[src/hdl/lruc_queue.sv]
// Short FIFO between the front end and the back end.
// Generic width and depth; no package dependency.
module lruc_queue #(
   parameter  int WIDTH = 8,
   parameter  int DEPTH = 2,
   localparam int PW    = (DEPTH > 1) ? $clog2(DEPTH) : 1,
   localparam int CW    = $clog2(DEPTH + 1)
) (
   input  logic             clock,
   input  logic             reset,
   input  logic             push,
   input  logic [WIDTH-1:0] push_data,
   output logic             space,
   input  logic             pop,
   output logic             head_valid,
   output logic [WIDTH-1:0] head_data
);
   logic [WIDTH-1:0] data_ff [DEPTH];
   logic [PW-1:0]    wr_ptr_ff, wr_ptr_in;
   logic [PW-1:0]    rd_ptr_ff, rd_ptr_in;
   logic [CW-1:0]    count_ff, count_in;

   assign space      = (count_ff != CW'(DEPTH));
   assign head_valid = (count_ff != '0);
   assign head_data  = data_ff[rd_ptr_ff];

   always_comb begin
      wr_ptr_in = wr_ptr_ff;
      rd_ptr_in = rd_ptr_ff;
      count_in  = count_ff;
      if (push) begin
         wr_ptr_in = (wr_ptr_ff == PW'(DEPTH - 1)) ? '0 : wr_ptr_ff + 1'b1;
      end
      if (pop) begin
         rd_ptr_in = (rd_ptr_ff == PW'(DEPTH - 1)) ? '0 : rd_ptr_ff + 1'b1;
      end
      if (push && !pop) begin
         count_in = count_ff + 1'b1;
      end else if (pop && !push) begin
         count_in = count_ff - 1'b1;
      end
   end

   always_ff @(posedge clock) begin
      if (reset) begin
         wr_ptr_ff <= '0;
         rd_ptr_ff <= '0;
         count_ff  <= '0;
      end else begin
         wr_ptr_ff <= wr_ptr_in;
         rd_ptr_ff <= rd_ptr_in;
         count_ff  <= count_in;
      end
   end

   always_ff @(posedge clock) begin
      if (push) begin
         data_ff[wr_ptr_ff] <= push_data;
      end
   end

endmodule

[config.mk]
export PLATFORM = sky130hd
export DESIGN_NAME = lruc_queue
export DESIGN_NICKNAME = d
export VERILOG_FILES = /design/src/hdl/lruc_queue.sv
export SDC_FILE = /design/constraint.sdc
export NUM_CORES = 1
export LEC_CHECK = 0
export BUFFER_PORTS_ARGS = -buffer_cell sky130_fd_sc_hd__buf_2
export CAP_MARGIN = 5
export CORE_MARGIN = 4
export CORE_UTILIZATION = 40
export CTS_CLUSTER_DIAMETER = 100
export DETAILED_ROUTE_END_ITERATION = 16
export GPL_ROUTABILITY_DRIVEN = 0
export PLACE_DENSITY = 0.76
export SLEW_MARGIN = 25
export SYNTH_ARGS = -nofsm -noshare
export SYNTH_HDL_FRONTEND = slang
export SYNTH_SLANG_ARGS = --single-unit
[constraint.sdc]
create_clock -name clock -period 1.64 [get_ports clock]
set_clock_uncertainty 0.05 [all_clocks]
set_input_delay 0.164 -clock clock [delete_from_list [all_inputs] [get_ports clock]]
set_output_delay 0.164 -clock clock [all_outputs]
set_load 0.02 [all_outputs]
Yosys cells after proc, flatten, opt, wreduce, memory -nomap -nowiden
Memory sizes are Yosys's and may differ from the RTL's. A register that Yosys moved wholly into a read port is not among the register bits.
Cells that the tools add are included.
{"block": "totals", "reg_bits": 4, "ram_bits": 16, "in_bits": 12, "output_inout_bits": 10, "wordCells": 23, "n_memories": 1}
{"block": "classes", "n_addsub": 4, "n_eq_ne": 1, "muxes": 8, "reduce_logical": 6}
{"name": "data_ff", "depth": 2, "width": 8, "rd": 1, "rd_ports_with_merged_regs": 1, "wr": 1, "line_no": "18", "text": "logic [WIDTH-1:0] data_ff [DEPTH];"}
{"op": "1-bit two-way mux", "n": 6}
{"op": "2-bit two-way mux", "n": 2}
{"op": "2-bit nonzero test", "n": 2}
{"op": "1-bit adder, second input constant", "n": 2}
{"op": "2-bit by 1-bit adder with 2-bit output, second input constant", "n": 1}
{"op": "1-bit logical AND", "n": 2}
{"op": "1-bit zero test", "n": 2}
{"op": "2-bit inequality test, second input constant", "n": 1}
{"op": "2-bit by 1-bit subtractor with 2-bit output, second input constant", "n": 1}

Logic depth before layout (Yosys ltp)
{"block": "logic_depth", "depth_word": 4, "ltp_mapped": 5}

Least setup slack after synthesis
No wires, ideal clock.
{"block": "synth_timing", "path_kind": "reg2reg", "start": "reg wr_ptr_ff", "end": "mem data_ff[0][0], enable pin", "t_arrival_ns": 0.715, "required_time_ns": 1.217, "path_slack_ns": 0.502, "stages_incl_launch_ff": 2, "cell_sequence": "dfxtp_1 -> nor2b_1"}
{"item": "start: declaration", "line_no": "19", "text": "logic [PW-1:0] wr_ptr_ff, wr_ptr_in;"}
{"item": "start signal: assignment", "line_no": "50", "text": "wr_ptr_ff <= wr_ptr_in;"}
{"item": "end: declaration", "line_no": "18"}
No word-level cell before the write port.

==> impl_metrics.json <==
{
  "dieArea_um2": 2730,
  "multi_input_area_um2": 194,
  "outcome": "finished clean",
  "viasPerCell": 4.53,
  "track_usage_pct": 10.4,
  "cts_setup_buffers": 0,
  "powerDensity_nw_per_um2": 1030,
  "initial_core_util_pct": 43.9,
  "path_clk_slew_ps": 100,
  "grt_pass1_wl_um": 2010,
  "synth_xor_xnor_area_share_pct": 4.47,
  "setup_tns_ps": 0,
  "arrival_ps": 1260,
  "yosysWarnings": 0,
  "coreArea_um2": 1780,
  "drv_slew": 0,
  "synth_cells": 47,
  "tightest_slew_ps": 377,
  "tritoncts": "done",
  "grt_max_degree": 12,
  "die_w_um": 52.3,
  "period_share_pct": 90.0,
  "maxCapViolCount": 0,
  "htree_levels": 1,
  "die_h_um": 52.3,
  "fin_crit_ps": 1480,
  "criticalPathCategory": "reg2out",
  "critPathMaxFanout": 8,
  "synth_top_family_by_area": "multiplexers",
  "synth_compound_area_share_pct": 1.28,
  "muxShareOfSynthArea_pct": 11.5,
  "clk_latency_ps": 290,
  "regArea_um2": 582,
  "clk_path_buf_depth": 2,
  "hold_viol_final": 0,
  "wl_um": 1230,
  "synthesis.nets": 60,
  "slew_headroom_pct": 74.9,
  "endpoint_kind": "output port",
  "required_ps": 1430,
  "drtAntennaViolNets": 0,
  "fillers": 158,
  "cts_sinks": 21,
  "p_total_w": 0.00104,
  "drt_iter0_markers": 1,
  "min_path_type": "in2reg",
  "avgSynthCellArea_um2": 16.7,
  "vias": 467,
  "place_area_um2": 922,
  "rows": 15,
  "drive_above_1_share_pct": 33.3,
  "synth_simple_gate_area_share_pct": 5.91,
  "drc": 0,
  "diodes": 0,
  "ys_seq_area_share_pct": 74.1,
  "grt_overflow": 0,
  "antenna_found_initial": 0,
  "final_cell_area_um2": 1010,
  "synth_area_um2": 783,
  "rsz0062_at_grt": "no",
  "irDropWorstVdd_v": 0.000613,
  "portBuffers": 21,
  "grt_pass1_vias": 482,
  "finalNetCount": 92,
  "syn2layout_area_growth_pct": 28.9,
  "yosysUniqueCellTypes": 16,
  "p_leak_nw": 0.402,
  "setup_violations": 0,
  "firstDrtPassIters": 2,
  "synthAdderAreaFrac_pct": 1.60,
  "numCtsBuffers": 3,
  "wl_per_cell_um": 11.9,
  "fmax_mhz": 677,
  "synth-seq-cells": 21,
  "worst_setup_path_start_kind": "flop",
  "dp_hpwl_um": 893,
  "ios": 22,
  "cts_root_buffer": "clkbuf_4"
}
==> flip-flops by register name, indices dropped and copies added (netlist names), named ones only <==
name / count
rd_ptr_ff: 1
data_ff: 16
wr_ptr_ff: 1
count_ff: 2
==> per-stage QoR <==
step                std cells  util, %  worst slack, ps  hold WS (ps)
finish                    103     56.6              164          12.0
global route              103     56.6              100          3.44
CTS                       103     56.6             15.2          1.50
detailed placement         93     51.7              357           306
global placement           93     51.7              367           303
floorplan                  47        -              502           183
==> cell usage in the layout, fill, tap and decap left out <==
cell type,Yosys,final
ha_1,1,1
buf_4,0,1
or3_1,1,1
dlygate4sd3_1,0,6
a21oi_1,1,1
edfxtp_1,16,16
inv_1,1,1
or2_1,1,1
clkbuf_4,0,3
xor2_1,2,2
nor2_1,4,4
dfxtp_1,5,4
nor2b_1,1,1
nand2b_1,1,1
buf_2,1,21
clkbuf_1,0,1
xnor2_1,2,2
and2_1,1,1
dfxtp_2,0,1
o21ai_0,1,1
mux2_1,8,8
==> area by class of cell <==
| type | count | share of cell area (%) |
|---|---|---|
| flip-flops and latches | 21 | 57.6 |
| clock buffers | 4 | 2.60 |
| inverters | 1 | 0.372 |
| multi-input cells | 24 | 19.2 |
| repair buffers | 28 | 17.1 |
| well taps | 25 | 3.10 |
==> power by group <==
group / leakage (nW) / switching (W) / internal [W]
sequential: 0.192 / 0.0000233 / 0.000615
clock: 0.0150 / 0.000135 / 0.0000945
combinational: 0.194 / 0.0000944 / 0.0000792
total: 0.402 / 0.000252 / 0.000788
==> logic make-up after synthesis <==
kind of cell | after synthesis
flops | 21
simple gates | 9
mux | 8
xor+xnor | 4
compound gates | 2
buf+inv | 2
fa+ha+maj | 1
==> synth_stat cells, drive strengths merged <==
master	count	area, um^2
or3	1	6.26
xnor2	2	17.5
ha	1	12.5
xor2	2	17.5
and2	1	6.26
a21oi	1	5.00
o21ai	1	5.00
nor2	4	15.0
or2	1	6.26
nand2b	1	6.26
dfxtp	5	100
buf	1	5.00
edfxtp	16	480
inv	1	3.75
mux2	8	90.1
nor2b	1	6.26
==> worst max-delay path, cell delays in order (launching register included) <==
cell and delay (ps):
dfxtp_2 460, mux2_1 350, buf_2 170
==> what timing repair did <==
item	CTS	global route
hold buffers	6	0
gates resized for setup	0	1
hold endpoints to repair	11	0
setup endpoints to repair	0	8
==> path summary, 6_finish.rpt <==
| kind | from | endpoint | slack (ps) | depth (start not counted) |
|---|---|---|---|---|
| worst max register to register | wr_ptr_ff$_SDFFE_PP0P_ | data_ff[1][1]$_DFFE_PP_ | 520 | 1 |
| worst min-delay path | push_data[3] | data_ff[1][3]$_DFFE_PP_ | 10 | 1 |
| worst min register to register | rd_ptr_ff$_SDFFE_PP0P_ | rd_ptr_ff$_SDFFE_PP0P_ | 480 | 2 |
| worst max-delay path | flop | head_data[3] | 160 | 2 |
==> layer usage <==
layer	wire (um)	global-route usage [%]
met3	68	2.56
met2	670	20.7
met5	0	0
met1	486	9.94
met4	0	3.83
Power figures use the tool's default switching activity.
