**src/hdl/lruc_pkg.sv**
```systemverilog
// Shared types and constants for the LRU cache hit/miss counter.
// Used by the interfaces, the register block, front, back and top level.
package lruc_pkg;

   localparam int DEF_MAX_SET_BITS = 6;
   localparam int DEF_MAX_WAYS     = 8;
   localparam int TAG_W            = 64;
   localparam int QUEUE_DEPTH      = 2;
   localparam int CSR_ADDR_W       = 4;
   localparam int CSR_DATA_W       = 32;
   localparam int COUNT_W          = 32;

   localparam logic [1:0] REQ_LOAD   = 2'd0;
   localparam logic [1:0] REQ_STORE  = 2'd1;
   localparam logic [1:0] REQ_MODIFY = 2'd2;

   localparam logic [1:0] OUTCOME_HIT   = 2'd0;
   localparam logic [1:0] OUTCOME_FILL  = 2'd1;
   localparam logic [1:0] OUTCOME_EVICT = 2'd2;

   localparam logic [1:0] REG_SET_BITS    = 2'd0;
   localparam logic [1:0] REG_OFFSET_BITS = 2'd1;
   localparam logic [1:0] REG_WAYS        = 2'd2;

   localparam logic [2:0] RST_SET_BITS    = 3'd4;
   localparam logic [4:0] RST_OFFSET_BITS = 5'd4;
   localparam logic [3:0] RST_WAYS        = 4'd8;

   typedef struct packed {
      logic [2:0] set_index_bits;
      logic [4:0] offset_bits;
      logic [3:0] ways_in_use;
   } lruc_cfg_type;

endpackage

```
**src/hdl/lruc_csr.sv**
```systemverilog
// APB-style configuration registers: set bits, offset bits, ways in use.
// Raises a flush on every write to a known register. Depends on lruc_pkg.
module lruc_csr (
   input  logic                              clock,
   input  logic                              reset,
   input  logic                              psel,
   input  logic                              penable,
   input  logic                              pwrite,
   input  logic [lruc_pkg::CSR_ADDR_W-1:0]   paddr,
   input  logic [lruc_pkg::CSR_DATA_W-1:0]   pwdata,
   output logic [lruc_pkg::CSR_DATA_W-1:0]   prdata,
   output logic                              pready,
   output lruc_pkg::lruc_cfg_type            cfg,
   output logic                              flush
);
   import lruc_pkg::*;

   logic [2:0] set_bits_ff, set_bits_in;
   logic [4:0] offset_bits_ff, offset_bits_in;
   logic [3:0] ways_ff, ways_in;
   logic       wr_strobe;
   logic [1:0] reg_idx;

   assign pready    = 1'b1;
   assign reg_idx   = paddr[3:2];
   assign wr_strobe = psel & penable & pwrite;
   assign flush     = wr_strobe & ((reg_idx == REG_SET_BITS) || (reg_idx == REG_OFFSET_BITS) ||
                                   (reg_idx == REG_WAYS));

   always_comb begin
      set_bits_in    = set_bits_ff;
      offset_bits_in = offset_bits_ff;
      ways_in        = ways_ff;
      if (wr_strobe) begin
         case (reg_idx)
            REG_SET_BITS:    set_bits_in    = pwdata[2:0];
            REG_OFFSET_BITS: offset_bits_in = pwdata[4:0];
            REG_WAYS:        ways_in        = pwdata[3:0];
            default: ;
         endcase
      end
   end

   always_ff @(posedge clock) begin
      if (reset) begin
         set_bits_ff    <= RST_SET_BITS;
         offset_bits_ff <= RST_OFFSET_BITS;
         ways_ff        <= RST_WAYS;
      end else begin
         set_bits_ff    <= set_bits_in;
         offset_bits_ff <= offset_bits_in;
         ways_ff        <= ways_in;
      end
   end

   always_comb begin
      case (reg_idx)
         REG_SET_BITS:    prdata = {29'd0, set_bits_ff};
         REG_OFFSET_BITS: prdata = {27'd0, offset_bits_ff};
         REG_WAYS:        prdata = {28'd0, ways_ff};
         default:         prdata = '0;
      endcase
   end

   assign cfg.set_index_bits = set_bits_ff;
   assign cfg.offset_bits    = offset_bits_ff;
   assign cfg.ways_in_use    = ways_ff;

endmodule

```
**config.mk**
```make
export PLATFORM = sky130hd
export DESIGN_NAME = lruc_csr
export DESIGN_NICKNAME = d
export VERILOG_FILES = /design/src/hdl/lruc_pkg.sv /design/src/hdl/lruc_csr.sv
export SDC_FILE = /design/constraint.sdc
export NUM_CORES = 1
export LEC_CHECK = 0
export ABC_AREA = 1
export BUFFER_PORTS_ARGS = -buffer_cell sky130_fd_sc_hd__buf_2
export CAP_MARGIN = 20
export CORE_ASPECT_RATIO = 0.7
export CORE_UTILIZATION = 34
export CTS_CLUSTER_DIAMETER = 120
export DETAILED_ROUTE_END_ITERATION = 10
export PLACE_DENSITY = 0.78
export SETUP_SLACK_MARGIN = 0.15
export SLEW_MARGIN = 30
export SYNTH_ARGS = -nofsm -noshare
export SYNTH_HDL_FRONTEND = slang
export SYNTH_SLANG_ARGS = --single-unit
```
**constraint.sdc**
```tcl
create_clock -name clock -period 1 [get_ports clock]
set_clock_uncertainty 0.1 [all_clocks]
set_input_delay 0 -clock clock [delete_from_list [all_inputs] [get_ports clock]]
set_output_delay 0 -clock clock [all_outputs]
set_load 0.1 [all_outputs]
```
After elaboration in Yosys (flattened, before gate mapping)
Cells that the tools add are included.

word-level totals
  output and inout port bits = 46
  latch bits = 0
  memories kept = 0
  bits in read-only memories = 0
  bits in registers = 12
  bits in writable memories = 0

operators by class
  div/mod/pow operators = 0
  magnitude comparators = 0
  multiplexer cells = 1
  bitwise operators = 3
  add/subtract/negate cells = 0
  shifts and indexed selects = 0
  equal/unequal tests = 2
  $mul = 0
  reduce and logical (&&, ||, !) cells = 6

operator list
  kind                                                              count
  5-bit one-hot mux with 3 select lines                             1
  2-bit AND reduction                                               3
  1-bit AND                                                         3
  2-bit by 1-bit == test with 1-bit output (second input constant)  1
  2-bit == test (second input constant)                             1
  2-bit zero test                                                   1
  1-bit logical OR                                                  2

Logic depth before layout (Yosys ltp)
  depth after elaboration = 4
  gate-level depth with buffers = 5
  gate-level depth less buffers = 5

Worst setup path after synthesis
OpenSTA, ideal clock, no wires.

  path kind = register to output
  start point = register offset_bits_ff[4]
  end point = output port prdata[4] (netlist name)
  cell stages (with the launch flop) = 3
  required time = 0.900 ns
  arrival time = 2.330 ns
  path slack = -1.430 ns
  cells stage by stage = dfxtp_1 -> inv_1 -> nor2_1

on the way
  longest elaborated chain between the ends = 1

RTL lines
  what                                   line            RTL
  start: declaration                     lruc_csr.sv:19  logic [4:0] offset_bits_ff, offset_bits_in;
  start signal: assignment               lruc_csr.sv:51  offset_bits_ff <= offset_bits_in;
  5-bit one-hot mux with 3 select lines  lruc_csr.sv:57  case (reg_idx)
  end: declaration                       lruc_csr.sv:11  output logic [lruc_pkg::CSR_DATA_W-1:0] prdata,

Every way passes these cells.

Worst setup path after layout
  start point = register set_bits_ff[0]
  end point = output port prdata[0] (netlist name)

on the way
  longest elaborated chain between the ends = 1

RTL lines
  what                                   line            RTL
  start: declaration                     lruc_csr.sv:18  logic [2:0] set_bits_ff, set_bits_in;
  start signal: assignment               lruc_csr.sv:50  set_bits_ff <= set_bits_in;
  5-bit one-hot mux with 3 select lines  lruc_csr.sv:57

Every way passes these cells.

==> summary.md <==
| Metric | Value |
|---|---|
| Die area | 2637 um2 |
| Total core area | 2225 um2 |
| DRT iter0 DRCs | 27 |
| Synthesized flop and latch total | 12 |
| Final Hold Vio Count | 0 |
| Setup-failing EPs final | 16 |
| Synth unique cells | 13 |
| Detail Route Antenna Nets | 0 |
| Vias per inst | 4.442 |
| Drt pass-1 iters | 4 |
| Synthesized instance count | 127 |
| RSZ-0062 raised after global routing | yes |
| Vias after detailed routing | 924 |
| Worst-Skew Late Latency | 0.28 ns |
| Drt wl/cell | 13.46 um |
| H-Tree Depth | 1 |
| Yosys top cell by area | dfxtp_1 |
| Commonest non-fill, non-tap cell in the layout | conb_1 |
| Fin nets | 218 |
| Global-route wire length before repair | 4126 um |
| PortBufs | 29 |
| Die Wd | 60.95 um |
| Fill cell count | 145 |
| Post-Synth XOR/XNOR Area | 0% |
| Hold Crit Class | input pin to flop |
| Boundary Pins | 87 |
| Worst-path clk slew | 0.08 ns |
| Sequential share of the synthesized area | 29.05% |
| Worst EP arrival | 1.01 ns |
| Leakage Power | 0.8145 nW |
| Fin crit share | 110.9% |
| Layout cells sized above 1 | 51.70% |
| Setup CP Type | flop to output pin |
| Mux contribution to synthesized area | 0% |
| Clock sink total | 12 |
| Synth top area cells | dfxtp_1 (29%), buf_4 (25%), nand2_1 (13%) |
| Commonest non-fill, non-tap cells in the layout | conb_1 (28), buf_12 (20), nor2_1 (17) |
| Synth Area in Adders | 0% |
| TNS Setup | -0.7042 ns |
| Total power | 0.001732 W |
| Main combinational cell family by area after synthesis | simple AND/OR/NAND/NOR gates |
| Violated checks | negative setup slack |
| Synth Area in Simple Gates | 37.22% |
| Post-Syn Area | 827.0 um2 |
| Outcome | complete, but fails checks |
| Max_cap viols | 0 |
| CTS root buffer | clkbuf_4 |
| CP required | 0.90 ns |
| CTS tree | yes |
| Pin count of the biggest net entering global routing | 13 |
| DRC viols | 0 |
| Critical Path Sink Type | output pin |
| Fmax | 901.8 MHz |
| Tmin final | 1.109 ns |
| Total track usage | 22.54% |
| Synth Area in Compound Gates | 2.421% |
| Area delta synth->final | 96.37% |
| Grt ovf | 0 |
| ANT cells | 0 |
| Vias in the first global route | 845 |
| VDD IR-drop max | 0.0006911 V |
| Max-slew violation count | 0 |
| Initial Util | 37.18% |
| Antenna violations before repair | 0 |
| Worst slack, placed | -0.02209 ns |
| Number of placement rows | 14 |
| Syn. warnings | 0 |
| WL final | 2800 um |
| Clock tree buffer depth | 2 |
| Dpl hpwl | 1737 um |
| Mapped Avg Cell Area | 6.512 um2 |
| Fin worst setup slack | -0.1089 ns |
| Critical path peak fanout | 3 |
| Pwr dens | 1066 nW/um2 |
| Routability congestion estimate | 0.7847 |
| Clock buffer count from CTS | 3 |
| Startpoint types | flop |
| Top-area cell type share of the netlist area | 29.05% |
| Worst Hold Slack | 0.02953 ns |
| Die height | 43.27 um |
metal layers:
| metal | up-vias | routed length (um) | GRT usage, % |
|---|---|---|---|
| li1 | 434 | - | - |
| met1 | 436 | 1144 | 26.16 |
| met2 | 45 | 1440 | 38.02 |
| met3 | 9 | 160 | 6.098 |
| met4 | 0 | 55 | 10.45 |
| met5 | - | 0 | 0 |
sequential cells by signal (all words and copies together), names as in the netlist:
name / cells
ways_ff: 4
offset_bits_ff: 5
set_bits_ff: 3
area by class of cell:
| type | instances | area [um2] | area share [%] |
|---|---|---|---|
| sequential | 12 | 285.3 | 17.57 |
| tap | 32 | 40.04 | 2.465 |
| inverter | 10 | 37.54 | 2.311 |
| multi-input combinational | 102 | 598.1 | 36.83 |
| clock inverter | 1 | 3.754 | 0.2311 |
| clock buffer | 3 | 22.52 | 1.387 |
| timing repair buffer | 48 | 636.9 | 39.21 |
where the power goes:
group	leakage, nW	internal [W]	switching, W	total, W
clock network	0.0154	0.000145	0.000184	0.000329
registers	0.104	0.000463	0.0000149	0.000478
logic	0.695	0.000176	0.000748	0.000925
critical path, stage by stage, from the launching register on:
cell and delay [ns]:
dfxtp_4 0.38, nand2_2 0.08, nand3_4 0.09, buf_12 0.17
through the flow:
stage	instance area [um2]	util (%)	std cells
after floorplan	1100	-	153
after global placement	1376	61.87	188
after detailed placement	1376	61.87	188
after CTS	1551	69.74	206
after global routing	1624	73.00	208
final	1624	73.00	208
path summary, 6_finish.rpt:
kind,from,to,slack (ns),cells after the start
worst max-delay path,set_bits_ff[0]$_SDFFE_PP0P_,prdata[0],-0.11,3
worst min-delay path,pwdata[0],ways_ff[0]$_SDFFE_PP0P_,0.03,5
worst max register to register,set_bits_ff[0]$_SDFFE_PP0P_,set_bits_ff[0]$_SDFFE_PP0P_,0.09,4
worst min register to register,offset_bits_ff[3]$_SDFFE_PP0P_,offset_bits_ff[3]$_SDFFE_PP0P_,0.41,2
synth_stat cells:
| library cell | n |
|---|---|
| buf_4 | 28 |
| nand2_1 | 28 |
| nor2_1 | 22 |
| nand3_1 | 16 |
| dfxtp_1 | 12 |
| inv_1 | 8 |
| nor2_4 | 3 |
| o21ai_0 | 3 |
| conb_1 | 2 |
| inv_2 | 2 |
| a21oi_1 | 1 |
| clkbuf_1 | 1 |
| nor2_2 | 1 |
logic make-up (layout without fill, tap and decap cells):
group / count (synthesis) / after routing
other: 2 / 28
flip-flops: 12 / 12
AND/OR/NAND/NOR: 70 / 70
AO/OA/AOI/OAI: 4 / 4
buffers and inverters: 39 / 62
timing repair:
action | in CTS | in global routing
hold buffers | 3 | 0
setup buffers | 11 | 2
pin swaps | 4 | 6
resized for setup | 6 | 18
endpoints found under the setup margin | 17 | 23
hold endpoints to repair | 8 | 0
Note: power is estimated with default switching activity, not from simulation.
