===== config.mk =====
export PLATFORM = sky130hd
export DESIGN_NAME = lruc_front_flat
export DESIGN_NICKNAME = d
export VERILOG_FILES = /design/src/hdl/lruc_pkg.sv /design/src/hdl/lruc_intf.sv /design/src/hdl/lruc_front.sv /design/src/flat_wrapper.sv
export SDC_FILE = /design/constraint.sdc
export NUM_CORES = 1
export LEC_CHECK = 0
export BUFFER_PORTS_ARGS = -buffer_cell sky130_fd_sc_hd__clkbuf_2
export CAP_MARGIN = 5
export CORE_AREA = 2 2 112 114
export DETAILED_ROUTE_END_ITERATION = 12
export DIE_AREA = 0 0 114 116
export PLACE_DENSITY = 0.68
export SYNTH_ARGS = -nofsm -noshare
export SYNTH_HDL_FRONTEND = slang
export SYNTH_SLANG_ARGS = --single-unit

===== constraint.sdc =====
create_clock -name vclk -period 6.6
set_clock_uncertainty 0.15 [all_clocks]
set_input_delay 0.33 -clock vclk [all_inputs]
set_output_delay 0.33 -clock vclk [all_outputs]
set_load 0.01 [all_outputs]

===== src/hdl/lruc_pkg.sv =====
// Shared types and constants for the LRU cache hit/miss counter.
// Used by the interfaces, the register block, front, back and top level.
package lruc_pkg;

   localparam int DEF_MAX_SET_BITS = 6;
   localparam int DEF_MAX_WAYS     = 8;
   localparam int TAG_W            = 64;
   localparam int QUEUE_DEPTH      = 2;
   localparam int CSR_ADDR_W       = 4;
   localparam int CSR_DATA_W       = 32;
   localparam int COUNT_W          = 32;

   localparam logic [1:0] REQ_LOAD   = 2'd0;
   localparam logic [1:0] REQ_STORE  = 2'd1;
   localparam logic [1:0] REQ_MODIFY = 2'd2;

   localparam logic [1:0] OUTCOME_HIT   = 2'd0;
   localparam logic [1:0] OUTCOME_FILL  = 2'd1;
   localparam logic [1:0] OUTCOME_EVICT = 2'd2;

   localparam logic [1:0] REG_SET_BITS    = 2'd0;
   localparam logic [1:0] REG_OFFSET_BITS = 2'd1;
   localparam logic [1:0] REG_WAYS        = 2'd2;

   localparam logic [2:0] RST_SET_BITS    = 3'd4;
   localparam logic [4:0] RST_OFFSET_BITS = 5'd4;
   localparam logic [3:0] RST_WAYS        = 4'd8;

   typedef struct packed {
      logic [2:0] set_index_bits;
      logic [4:0] offset_bits;
      logic [3:0] ways_in_use;
   } lruc_cfg_type;

endpackage


===== src/hdl/lruc_intf.sv =====
// Valid/ready channel interfaces for access requests and results.
// Depends on lruc_pkg for field widths.
interface lruc_req_if;
   logic                       valid;
   logic                       ready;
   logic [1:0]                 req_type;
   logic [lruc_pkg::TAG_W-1:0] address;

   modport source (output valid, output req_type, output address, input ready);
   modport sink   (input valid, input req_type, input address, output ready);
endinterface



===== src/hdl/lruc_front.sv =====
// Front end: accepts requests, splits the address into set and tag,
// clamps the way count and packs a work item for the queue. Depends on lruc_pkg.
module lruc_front #(
   parameter  int MAX_SET_BITS = lruc_pkg::DEF_MAX_SET_BITS,
   parameter  int MAX_WAYS     = lruc_pkg::DEF_MAX_WAYS,
   localparam int SET_W        = (MAX_SET_BITS > 0) ? MAX_SET_BITS : 1,
   localparam int WC_W         = $clog2(MAX_WAYS + 1),
   localparam int ITEM_W       = 1 + SET_W + lruc_pkg::TAG_W + WC_W
) (
   lruc_req_if.sink                req_bus,
   input  lruc_pkg::lruc_cfg_type  cfg,
   input  logic                    q_space,
   output logic                    q_push,
   output logic [ITEM_W-1:0]       q_item
);
   import lruc_pkg::*;

   logic [3:0]       s_eff;
   logic [5:0]       shamt;
   logic [TAG_W-1:0] tag;
   logic [TAG_W-1:0] off_shift;
   logic [SET_W-1:0] set_idx;
   logic [WC_W-1:0]  ways_eff;
   logic             modify;

   always_comb begin
      if (32'(cfg.set_index_bits) > MAX_SET_BITS) begin
         s_eff = 4'(MAX_SET_BITS);
      end else begin
         s_eff = 4'(cfg.set_index_bits);
      end
      shamt     = 6'(s_eff) + 6'(cfg.offset_bits);
      tag       = req_bus.address >> shamt;
      off_shift = req_bus.address >> cfg.offset_bits;
      for (int i = 0; i < SET_W; i++) begin
         set_idx[i] = off_shift[i] & (i < 32'(s_eff));
      end
      if (cfg.ways_in_use == 4'd0) begin
         ways_eff = WC_W'(1);
      end else if (32'(cfg.ways_in_use) > MAX_WAYS) begin
         ways_eff = WC_W'(MAX_WAYS);
      end else begin
         ways_eff = WC_W'(cfg.ways_in_use);
      end
      modify = (req_bus.req_type == REQ_MODIFY);
   end

   assign req_bus.ready = q_space;
   assign q_push        = req_bus.valid & q_space;
   assign q_item        = {modify, set_idx, tag, ways_eff};

endmodule


===== src/flat_wrapper.sv =====
// flat-port wrapper written by rule: the top's interface ports become plain ports
module lruc_front_flat import lruc_pkg::*;
#(
   parameter  int MAX_SET_BITS = lruc_pkg::DEF_MAX_SET_BITS,
   parameter  int MAX_WAYS     = lruc_pkg::DEF_MAX_WAYS,
   localparam int SET_W        = (MAX_SET_BITS > 0) ? MAX_SET_BITS : 1,
   localparam int WC_W         = $clog2(MAX_WAYS + 1),
   localparam int ITEM_W       = 1 + SET_W + lruc_pkg::TAG_W + WC_W
)
  (cfg, q_space, q_push, q_item, req_bus_valid, req_bus_req_type, req_bus_address, req_bus_ready);
  lruc_req_if req_bus_i ();
  input  lruc_pkg::lruc_cfg_type cfg;
  input  logic q_space;
  output logic q_push;
  output logic [ITEM_W-1:0] q_item;
  input wire logic [$bits(req_bus_i.valid)-1:0] req_bus_valid;
  input wire logic [$bits(req_bus_i.req_type)-1:0] req_bus_req_type;
  input wire logic [$bits(req_bus_i.address)-1:0] req_bus_address;
  output wire logic [$bits(req_bus_i.ready)-1:0] req_bus_ready;
  assign req_bus_i.valid = req_bus_valid;
  assign req_bus_i.req_type = req_bus_req_type;
  assign req_bus_i.address = req_bus_address;
  assign req_bus_ready = req_bus_i.ready;
  lruc_front #(.MAX_SET_BITS(MAX_SET_BITS), .MAX_WAYS(MAX_WAYS)) u_core (.req_bus(req_bus_i), .cfg(cfg), .q_space(q_space), .q_push(q_push), .q_item(q_item));
endmodule

Word-level counts from Yosys, hierarchy flattened
Index checks and enable logic that the tools add are counted.

Register bits after elaboration: 0. Bits in latches: 0. Bits in writable memories: 0. Memory bits (read-only): 0. Input bits: 80. Output and inout port bits: 77. Logic and storage cells: 23. Memories kept: 0.

$add $sub $neg: 1. Multiply operators: 0. Div/mod/pow operators: 0. Magnitude comparators: 8. Equality and inequality tests: 1. Shift operators: 2. Mux-type cells: 3. Bitwise operators: 7. Reductions and logical operators: 1.

Operators by type and width (count): >> shifter 64 x 5 -> 6 bit (1); >> shifter 64 x 6 -> 64 bit (1); two-way mux 4 bit (2); bitwise AND 1 bit (7); adder 3 x 5 -> 6 bit (1); < comparator 1 x 3 -> 1 bit (first input constant) (2); < comparator 2 x 3 -> 1 bit (first input constant) (2); < comparator 3 bit (first input constant) (2); > comparator 4 bit (second input constant) (1); zero test 4 bit (1); > comparator 3 bit (second input constant) (1); two-way mux 3 bit (1); equality test 2 bit (second input constant) (1).

Longest topological paths before layout
Word-level depth: 4. Gate-level depth with buffers: 14. Depth with buffers taken out: 11.

Worst setup path before layout
No wires, ideal clock.

Path type: input-to-output. From: input cfg[5] (netlist name). To: output q_item[15]. Arrival time: 3.515 ns. Required time: 6.120 ns. Setup slack: 2.605 ns. Cell stages on the path: 13. Buffers on the path: 6. Cell sequence: clkbuf_1 -> clkbuf_1 -> inv_1 -> fa_1 -> clkbuf_1 -> inv_1 -> clkbuf_1 -> clkbuf_1 -> clkbuf_1 -> mux2i_1 -> nand2_1 -> a31oi_1 -> o211ai_1.

Cells in the longest elaborated chain, start to end: 2.

Ends and longest elaborated chain: start: declaration (line flat_wrapper.sv:12) `input lruc_pkg::lruc_cfg_type cfg;`; adder 3 x 5 -> 6 bit (line lruc_front.sv:32) `shamt = 6'(s_eff) + 6'(cfg.offset_bits);`; >> shifter 64 x 6 -> 64 bit (line lruc_front.sv:33) `tag = req_bus.address >> shamt;`; end: declaration (line flat_wrapper.sv:15) `output logic [ITEM_W-1:0] q_item;`.

No other way between the ends.

Worst setup path after layout
From: input cfg[5] (netlist name). To: output q_item[14].

Same word-level chain as after synthesis.

==> results.json <==
{
  "drt_iter0_drc": 620,
  "start_util": 0.441,
  "critPathCaptureType": "output pin",
  "track_usage": 0.297,
  "synth_top_area_frac": 0.274,
  "synth_xor_area_frac": 0.0169,
  "fin_ws_ns": 1.67,
  "drv_cap": 0,
  "syn_nets": 738,
  "cts_setup_buffers": 0,
  "rsz0062_at_grt": "no",
  "crit_family": "compound AO/OA/AOI/OAI gates",
  "ctsHoldBuffers": 0,
  "dp_worst_setup_slack_ns": 1.77,
  "synth_cell_type_count": 56,
  "seq_cells": 0,
  "crit_fanout": 36,
  "max_slew.worst_pin.slew_ns": 1.14,
  "cts_resized": 0,
  "design_area_mm2": 0.00609,
  "achievable-frequency_mhz": 203,
  "drc_errors": 0,
  "drt_pass1_iterations": 5,
  "routed_via_density": 6.78,
  "final_nets": 844,
  "final_common_cell": "clkbuf_2",
  "outcome": "finished clean",
  "routabilityCongestion": 1.01,
  "wl_per_cell_um": 22.8,
  "path_common_cell": "clkbuf_2",
  "ys_seq_area_frac": 0,
  "p_per_area_mw_per_mm2": 194,
  "slew_headroom": 0.240,
  "synth_compound_area_frac": 0.217,
  "synth_area_leaders": "mux4_2, mux2i_1, nand2_1",
  "synth_top_family_by_area": "multiplexers",
  "syn_area_per_cell_um2": 8.03,
  "synth_mux_area_frac": 0.523,
  "wl_met2_um": 9790,
  "grt_overflow": 0,
  "ys_warn_count": 0,
  "grt_pass1_wl_um": 31200,
  "die_h_um": 116,
  "hpwl_um": 16300,
  "yosysTopAreaCell": "mux4_2",
  "netlist_area_mm2": 0.00525,
  "seq_area_um2": 0,
  "power.leakage_nw": 2.77,
  "vias": 6134,
  "grt_max_degree": 61,
  "crit_buf_inv": 3,
  "start_kind": "input pin",
  "grt_pass1_vias": 5767,
  "final_layout_size_suffix_gt1_frac": 0.335,
  "wl_um": 20600,
  "clkbuf_count": 0,
  "crit_type": "input pin to output pin",
  "slew_violations": 0,
  "core_mm2": 0.0119,
  "diodes": 0,
  "ant_nets": 0,
  "fin_crit_ns": 4.93,
  "path_cells": "clkbuf_2 > inv_1 > fa_1 > xor2_2 > nor2_1 > a221oi_1 > o21ai_0 > o22a_1 > a2bb2oi_1 > clkbuf_2",
  "synthSimpleGateAreaFrac": 0.173,
  "wirelength_met1_um": 8560,
  "finalSetupViolCount": 0,
  "fin_tns_setup_ns": 0,
  "portBuffers": 157,
  "top_layer": "met4",
  "critPathMaxStageDelay_ns": 0.87,
  "hold_class": "input pin to output pin",
  "wl_met3_um": 1810,
  "worst_ep_required_time_ns": 6.12,
  "hold_violations": 0,
  "syn_inst": 654,
  "ir_worst_vdd_mv": 0.0744,
  "syn2layout_area_growth_pct": 15.9,
  "final_cell_mix": "clkbuf_2, mux2i_1, nand2_1",
  "synth-adder-area-share": 0.0110,
  "ios": 157,
  "min_period_over_period": 0.747,
  "die_w_um": 114,
  "dp_cells": 905,
  "die-area_mm2": 0.0132,
  "dpl_cell_area_mm2": 0.00609,
  "fin_cells": 905,
  "worstHoldStart": "q_space",
  "antenna_found_initial": 0,
  "crit_path_start": "cfg[5]",
  "crit_path_top_delay_cell": "xor2_2",
  "utilization": 0.511,
  "rows": 40,
  "arrival_ns": 4.45
}
## cell families after synthesis
group,count (synthesis)
mux,185
compound gates,170
xor+xnor,8
buf+inv,73
simple gates,214
fa+ha+maj,4
## cell type report
class	count	area, um2
Timing Repair Buffer	172	911
Tap cell	147	184
Fill cell	1169	5820
Inverter	5	18.8
Multi-Input combinational cell	581	4970
## through the flow
step	hold slack, ns	power (mW)
2_1_floorplan	0.556	0.773
3_3_place_gp	0.710	1.15
3_5_place_dp	0.711	1.15
4_1_cts	0.711	1.16
5_1_grt	0.733	1.25
6_report	0.709	1.18
## where the power goes
group	total (mW)	internal, mW	switching (mW)
clock network	0	0	0
logic	1.18	0.464	0.716
registers	0	0	0
total	1.18	0.464	0.716
## per-layer routing
layer / GRT usage / vias up
met5: 0 / -
met4: 0.0618 / 0
met3: 0.0445 / 32
met2: 0.488 / 322
met1: 0.420 / 3008
li1: - / 2772
## path summary, 6_finish.rpt
check                      endpoint  slack [ns]  cells after the start
worst max-delay path     q_item[14]        1.67                     10
worst min-delay path  req_bus_ready        0.71                      2
## cell usage after synthesis (all sizes together), types with 4 or more instances
library cell	number
a31oi	10
nand3	24
buf	27
a21oi	37
inv	5
a211o	6
a21o	6
mux4	69
nor2b	7
mux2i	107
o21ai	32
a221o	4
and2	7
a32oi	5
nor2	64
o221ai	4
mux2	9
o22ai	15
clkbuf	41
xnor2	5
nand2	93
o211ai	9
nor3	10
and3	4
a211oi	11
a22oi	7
Note: power is estimated with default switching activity, not from simulation.
